## src/rtl/core/sdpa_pkg.sv

```systemverilog
// Shared types, sizes and exp tables for the attention block.
// No dependencies.
`timescale 1ns / 1ps
`default_nettype none
package sdpa_pkg;

  localparam int SeqMax      = 32;
  localparam int KeyDimMax   = 16;
  localparam int ValueDimMax = 16;
  localparam int DataWidth   = 16;
  localparam int NumW        = 40;
  localparam int DenW        = 22;

  localparam logic [2:0] CFG_KV_LENGTH = 3'd0;
  localparam logic [2:0] CFG_KEY_DIM   = 3'd1;
  localparam logic [2:0] CFG_VALUE_DIM = 3'd2;
  localparam logic [2:0] CFG_SCALE     = 3'd3;
  localparam logic [2:0] CFG_MASK_EN   = 3'd4;
  localparam logic [2:0] CFG_WEIGHT_EN = 3'd5;

  localparam logic [1:0] FUNC_KEY   = 2'd0;
  localparam logic [1:0] FUNC_VALUE = 2'd1;
  localparam logic [1:0] FUNC_MASK  = 2'd2;
  localparam logic [1:0] FUNC_QUERY = 2'd3;

  localparam logic KIND_OUT    = 1'b0;
  localparam logic KIND_WEIGHT = 1'b1;

  typedef struct packed {
    logic            start;
    logic [NumW-1:0] num;
    logic [DenW-1:0] den;
  } div_req_t;

  typedef struct packed {
    logic            busy;
    logic            done;
    logic [NumW-1:0] quo;
  } div_rsp_t;

  function automatic logic [16:0] exp_int(input logic [3:0] i);
    logic [16:0] v;
    case (i)
      4'd0:    v = 17'd65536;
      4'd1:    v = 17'd24109;
      4'd2:    v = 17'd8869;
      4'd3:    v = 17'd3263;
      4'd4:    v = 17'd1200;
      4'd5:    v = 17'd442;
      4'd6:    v = 17'd162;
      4'd7:    v = 17'd60;
      4'd8:    v = 17'd22;
      4'd9:    v = 17'd8;
      4'd10:   v = 17'd3;
      4'd11:   v = 17'd1;
      default: v = 17'd0;
    endcase
    return v;
  endfunction

  function automatic logic [16:0] exp_frac(input logic [3:0] k);
    logic [16:0] v;
    case (k)
      4'd0:    v = 17'd65536;
      4'd1:    v = 17'd61565;
      4'd2:    v = 17'd57835;
      4'd3:    v = 17'd54331;
      4'd4:    v = 17'd51039;
      4'd5:    v = 17'd47947;
      4'd6:    v = 17'd45042;
      4'd7:    v = 17'd42313;
      4'd8:    v = 17'd39750;
      4'd9:    v = 17'd37341;
      4'd10:   v = 17'd35079;
      4'd11:   v = 17'd32954;
      4'd12:   v = 17'd30957;
      4'd13:   v = 17'd29081;
      4'd14:   v = 17'd27319;
      default: v = 17'd25664;
    endcase
    return v;
  endfunction

endpackage
`default_nettype wire

```

## src/rtl/core/sdpa_div.sv

```systemverilog
// Restoring unsigned divider, one quotient bit per cycle.
// Depends on sdpa_pkg.
`timescale 1ns / 1ps
`default_nettype none
module sdpa_div
  import sdpa_pkg::*;
(
  input  wire logic     clk_i,
  input  wire logic     rst_ni,
  input  wire div_req_t req_i,
  output div_rsp_t      rsp_o
);

  logic [DenW-1:0] rem_q, den_q;
  logic [NumW-1:0] quo_q;
  logic [5:0]      cnt_q;
  logic            busy_q, done_q;
  logic [DenW:0]   sh;
  logic            ge;

  assign sh = {rem_q, quo_q[NumW-1]};
  assign ge = sh >= {1'b0, den_q};

  always_ff @(posedge clk_i or negedge rst_ni) begin
    if (!rst_ni) begin
      busy_q <= 1'b0;
      done_q <= 1'b0;
      cnt_q  <= '0;
      rem_q  <= '0;
      den_q  <= '0;
      quo_q  <= '0;
    end else begin
      done_q <= 1'b0;
      if (req_i.start && !busy_q) begin
        busy_q <= 1'b1;
        rem_q  <= '0;
        den_q  <= req_i.den;
        quo_q  <= req_i.num;
        cnt_q  <= 6'(NumW);
      end else if (busy_q) begin
        rem_q <= ge ? DenW'(sh - {1'b0, den_q}) : DenW'(sh);
        quo_q <= {quo_q[NumW-2:0], ge};
        cnt_q <= cnt_q - 6'd1;
        if (cnt_q == 6'd1) begin
          busy_q <= 1'b0;
          done_q <= 1'b1;
        end
      end
    end
  end

  assign rsp_o.busy = busy_q;
  assign rsp_o.done = done_q;
  assign rsp_o.quo  = quo_q;

  a_done_after_busy: assert property (@(posedge clk_i) disable iff (!rst_ni)
    done_q |-> $past(busy_q)) else $error("divider done without a run");
  a_start_when_free: assert property (@(posedge clk_i) disable iff (!rst_ni)
    (req_i.start && !busy_q) |=> (busy_q && cnt_q == 6'(NumW)))
    else $error("divider start lost");
  a_count_in_range: assert property (@(posedge clk_i) disable iff (!rst_ni)
    busy_q |-> (cnt_q != 6'd0)) else $error("divider count ran out");

endmodule
`default_nettype wire
```

## config.mk

```make
export PLATFORM = sky130hd
export DESIGN_NAME = sdpa_div
export DESIGN_NICKNAME = d
export VERILOG_FILES = /design/src/rtl/core/sdpa_pkg.sv /design/src/rtl/core/sdpa_div.sv
export SDC_FILE = /design/constraint.sdc
export NUM_CORES = 1
export LEC_CHECK = 0
export BUFFER_PORTS_ARGS = -buffer_cell sky130_fd_sc_hd__buf_4
export CORE_UTILIZATION = 60
export CTS_CLUSTER_DIAMETER = 40
export DETAILED_ROUTE_END_ITERATION = 10
export HOLD_SLACK_MARGIN = 0.06
export MAX_ROUTING_LAYER = met4
export PLACE_DENSITY = 0.86
export RECOVER_POWER = 50
export REMOVE_ABC_BUFFERS = 1
export SLEW_MARGIN = 20
export SYNTH_ARGS = -nofsm -noshare
export SYNTH_HDL_FRONTEND = slang
export SYNTH_SLANG_ARGS = --single-unit
```

## constraint.sdc

```tcl
create_clock -name clk_i -period 5.44 [get_ports clk_i]
set_input_delay 0.272 -clock clk_i [delete_from_list [all_inputs] [get_ports clk_i]]
set_output_delay 0.272 -clock clk_i [all_outputs]
set_load 0.05 [all_outputs]
```

# After elaboration in Yosys (flattened, before gate mapping)
# Index checks and enable logic that the tools add are counted.
# totals
out_inout_bits,42
regBits,92
wordCells,26
in_bits,65
# classes
n_eq_ne,1
mux,13
n_lt_le_gt_ge,1
reduce_logical,3
n_addsub,2
# op_table
op,n
two-way mux 40 bit,2
two-way mux 22 bit,3
>= comparator 23 x 22 -> 1 bit,1
subtractor 22 bit,1
two-way mux 6 bit,2
"equality test 6 x 1 -> 1 bit, second input constant",1
two-way mux 1 bit,6
"subtractor 6 x 1 -> 6 bit, second input constant",1
nonzero test 2 bit,1
logical AND 1 bit,1
zero test 1 bit,1

# Depth between registers and ports, before layout
# depth
depth_word,4
depth_mapped,13
depth_no_buf,12

# Least setup slack after synthesis
# No wires, ideal clock.
# synth_timing
kind,reg-to-reg
from,reg quo_q[39]
to,reg rem_q[20]
path_slack_ps,2435
required_time_ps,5292
arrival_ps,2857
setup_ps,148
path_buffers,0
period_less_slack_ps,3005
path_stages_with_launch,13
cell_sequence,dfrtp_1 -> inv_1 -> ha_1 -> inv_1 -> fa_1 -> a211oi_1 -> o211ai_1 -> a21oi_1 -> o41ai_2 -> a31oi_1 -> o211a_1 -> nor4_1 -> o32ai_1
# synth_between
elab_chain_cells,4
elab_cells_between_ends,5
cone_classes,add/sub (1); order compare (1); mux (3)
# synth_rtl
item,line,text
start: declaration,sdpa_div.sv:15,logic [NumW-1:0] quo_q;
start signal: assignment,sdpa_div.sv:38,quo_q <= req_i.num;
start signal: assignment,sdpa_div.sv:42,"quo_q <= {quo_q[NumW-2:0], ge};"
subtractor 22 bit or >= comparator 23 x 22 -> 1 bit (tied branches),"sdpa_div.sv:41, sdpa_div.sv:22",
two-way mux 22 bit *,sdpa_div.sv:41,"rem_q <= ge ? DenW'(sh - {1'b0, den_q}) : DenW'(sh);"
two-way mux 22 bit *,sdpa_div.sv:40,end else if (busy_q) begin
two-way mux 22 bit *,sdpa_div.sv:34,if (req_i.start && !busy_q) begin
end signal: assignment,sdpa_div.sv:41,
end: declaration,sdpa_div.sv:14,"logic [DenW-1:0] rem_q, den_q;"
# Mark *: on every way between the ends. The rest lies on a longest branch, timed or not. The select of a mux whose other input is x is not followed.
# A chain may end at the register's enable or synchronous reset.

# Worst setup path in the final report
# layout_timing
from,reg rem_q[5]
to,reg rem_q[5]
# layout_between
elab_chain_cells,4
# layout_rtl
item,line,text
>= comparator 23 x 22 -> 1 bit,sdpa_div.sv:22,"assign ge = sh >= {1'b0, den_q};"
two-way mux 22 bit,sdpa_div.sv:41,
two-way mux 22 bit,sdpa_div.sv:40,
two-way mux 22 bit,sdpa_div.sv:34,
# Every way passes these cells. The select of a mux whose other input is x is not followed.

==> results by group <==
Global routing
  – GRT overflow: 0
  – Global-route wire length before repair: ~19000 µm
  – Vias in the first global route: 4095
  – Largest net degree at the start of global routing: just over 90
  – Initial antenna violation count: 0
  – Tot GR Track Use: between 20 and 30%

Logic synthesis
  – Post-Synth Simple-Gate Area: 13.7%
  – Area share of the largest cell type after synthesis: between 40% and 50%
  – Seq/Total Area, Yosys: 44.7%
  – Xor/xnor cell area share of the yosys netlist: 2.89%
  – Netlist cell types: between 40 and 50
  – Most common cell in the netlist: dfrtp_1
  – Mapped Area: 5150 µm²
  – Largest cells by area after synthesis: dfrtp_1 45%, mux2i_1 8.7%, o21ai_0 8.1%, nand2_1 6.0%, ha_1 5.8%
  – Adder-cell area share of the yosys netlist: slightly above 6%
  – Synth Area in Compound Gates: a little under a fifth
  – EDFF count, synth: 0
  – Ys async rst share: 100%
  – Synth warn: 0
  – Flops & latches, synth: 92
  – Largest area contributor in the synthesized netlist: dfrtp_1
  – Post-Synthesis Mean Instance Area: around 9 µm²
  – Main combinational cell family by area after synthesis: compound AO/OA/AOI/OAI gates
  – Synth top cells by count: 92 x dfrtp_1, 83 x o21ai_0, 82 x nand2_1
  – Mapped Cells: 565
  – Predominant post-synthesis flop cell: dfrtp_1
  – Mux cell area share after synthesis: under 10%

CTS
  – Clock Sinks: slightly above 90
  – Clock tree buffer depth: 2
  – H-tree depth: 3
  – Root buf cell: clkbuf_8
  – Clock-pin slew on the worst setup and hold paths: about 90 ps
  – Cts bufs inserted: 9
  – CTS tree: yes
  – Post-CTS setup repair buffer count: 0
  – Later-pin clock latency in the skew report: between 300 and 400 ps

Setup path
  – CP Capture Type: flip-flop
  – Worst reg2reg startpoint: rem_q[5]
  – Critical path's top delay family: compound AO/OA/AOI/OAI gates
  – Slowest-stage cell, CP: o21a_1
  – CP arrival: 3640 ps
  – Setup Crit Path Kind: reg2reg
  – Worst Setup SP: rem_q[5]
  – Crit Path Max Fanout: 29
  – Worst path bufs/invs: 0
  – Worst Setup Start Kind: flip-flop
  – CP cell instances: ha_1, a211oi_1, nor2_1, o31ai_1, and4b_4, o211a_1, o21a_1, nor3_1, a221o_1
  – Worst Path Required: approximately 5700 ps
  – Largest stage delay on the critical path: about 800 ps

Die
  – Total core area: roughly 8300 µm²
  – Die width: roughly 95 µm
  – Die area: 8960 µm²
  – Die Y-Extent: approximately 95 µm
  – I/O pin cnt: 107
  – # rows: 33
  – Initial Utilization: ~62%

Cells and area
  – Post-layout util: 73.6%
  – Fin nets: about 750
  – Fraction of layout cells with a size suffix above 1: 13.6%
  – Synthesis-to-layout area growth: 18.0%
  – Fillers: about 650
  – N_diodes: 0

Timing
  – Final count of pins violating max slew: 32
  – Fmax achieved: slightly below 300 MHz
  – Fin. Hold Viols: 0
  – Unrepaired setup endpoints after global routing: false
  – Final Setup Violations: 0
  – Slew margin rel.: -9.11%
  – Setup TNS: 0 ps
  – Final min period: approximately 3400 ps
  – Fin Clk Skew: between 15 and 20 ps
  – Actual slew at the worst max-slew pin: roughly 1600 ps
  – Crit share post-route: slightly above 60%

Detailed routing
  – # DRC: 0
  – WL final: around 12000 µm
  – Initial DRC Count: 220
  – Routed Antenna Nets: 0
  – Pre-antenna DRT Iters: 5
  – Vias per cell: 5.75
  – Routed len/inst: roughly 15 µm
  – Routed via count: about 4400

Status
  – Failing checks: max-capacitance violations, max-slew violations
  – Status: finished, violations left

Worst hold path
  – Hold crit path type: in2reg
  – Worst hold path startpoint: req_i[6]

Job
  – Max cap viols: 1

Place
  – Routability congestion estimate: a little over 0.9
  – Buffers on Ports: around 110
  – Placed wire-length estimate: 8340 µm
per-stage QoR:
stage	setup slack, ps	hold WS, ps	cells	area (µm²)
final	2050	109	765	6070
after global routing	1770	104	765	6070
after CTS	2080	97.1	765	6240
after detailed placement	2080	226	748	5970
after global placement	2200	224	748	5970
after floorplan	1660	-23.6	533	5010
routing by layer:
| layer | wire length, µm | track usage [%] | up-vias |
|---|---|---|---|
| met5 | 0 | - | - |
| met4 | 178 | 8.71 | 0 |
| met3 | 790 | 5.80 | 16 |
| met2 | 5580 | 45.6 | 158 |
| met1 | 5230 | 35.3 | 2056 |
| li1 | - | - | 2168 |
registers in the layout (all words and copies together) (netlist names):
name and count:
cnt_q 6, done_q 1, busy_q 1, rem_q 22, quo_q 40, den_q 22
final timing paths:
kind	to	slack [ps]	cells after the start
worst max-delay path	rem_q[5]	2050	9
worst min-delay path	den_q[6]	110	3
worst max register to register	rem_q[5]	2050	9
worst min register to register	cnt_q[4]	480	1
max in group asynchronous	rem_q[19]	2390	3
min in group asynchronous	rem_q[6]	850	2
placed cells by master (no fill, tap or decap), drive strengths merged, types with 6 or more instances in the layout:
| cell | count |
|---|---|
| dfrtp | 92 |
| o21ai | 84 |
| nand2 | 82 |
| buf | 67 |
| clkbuf | 53 |
| mux2i | 45 |
| inv | 39 |
| nand3 | 26 |
| ha | 24 |
| nor2 | 24 |
| a21oi | 23 |
| nor3 | 11 |
| xnor2 | 9 |
| o311ai | 9 |
| a31oi | 8 |
| xor2 | 8 |
| and3 | 6 |
layout make-up:
type	count	area, µm²	share of cell area [%]
flip-flops and latches	92	2300	37.9
repair buffers	111	676	11.1
clock buffers	10	138	2.27
well taps	105	131	2.16
inverters	37	139	2.29
clock inverters	6	116	1.92
multi-input cells	404	2570	42.3
kinds of logic after synthesis:
family,count (synthesis)
adders and majority gates,25
buffers and inverters,69
AOI/OAI and AO/OA,155
muxes,46
xor gates and xnor gates,17
DFF,92
and+or+nand+nor,161
repair_timing:
item                      in CTS  in global routing
gates resized for setup        0                  0
hold endpoints to repair      30                  0
hold buffers                   1                  0
worst min-delay path, delay by kind of cell:
family                 cells  cell delay [ps]
and+or+nand+nor            1               30
buffers and inverters      1               70
AOI/OAI and AO/OA          1               60
Power is not shown: default switching activity piles up to over one toggle a cycle in this logic, so the estimate is an artifact.
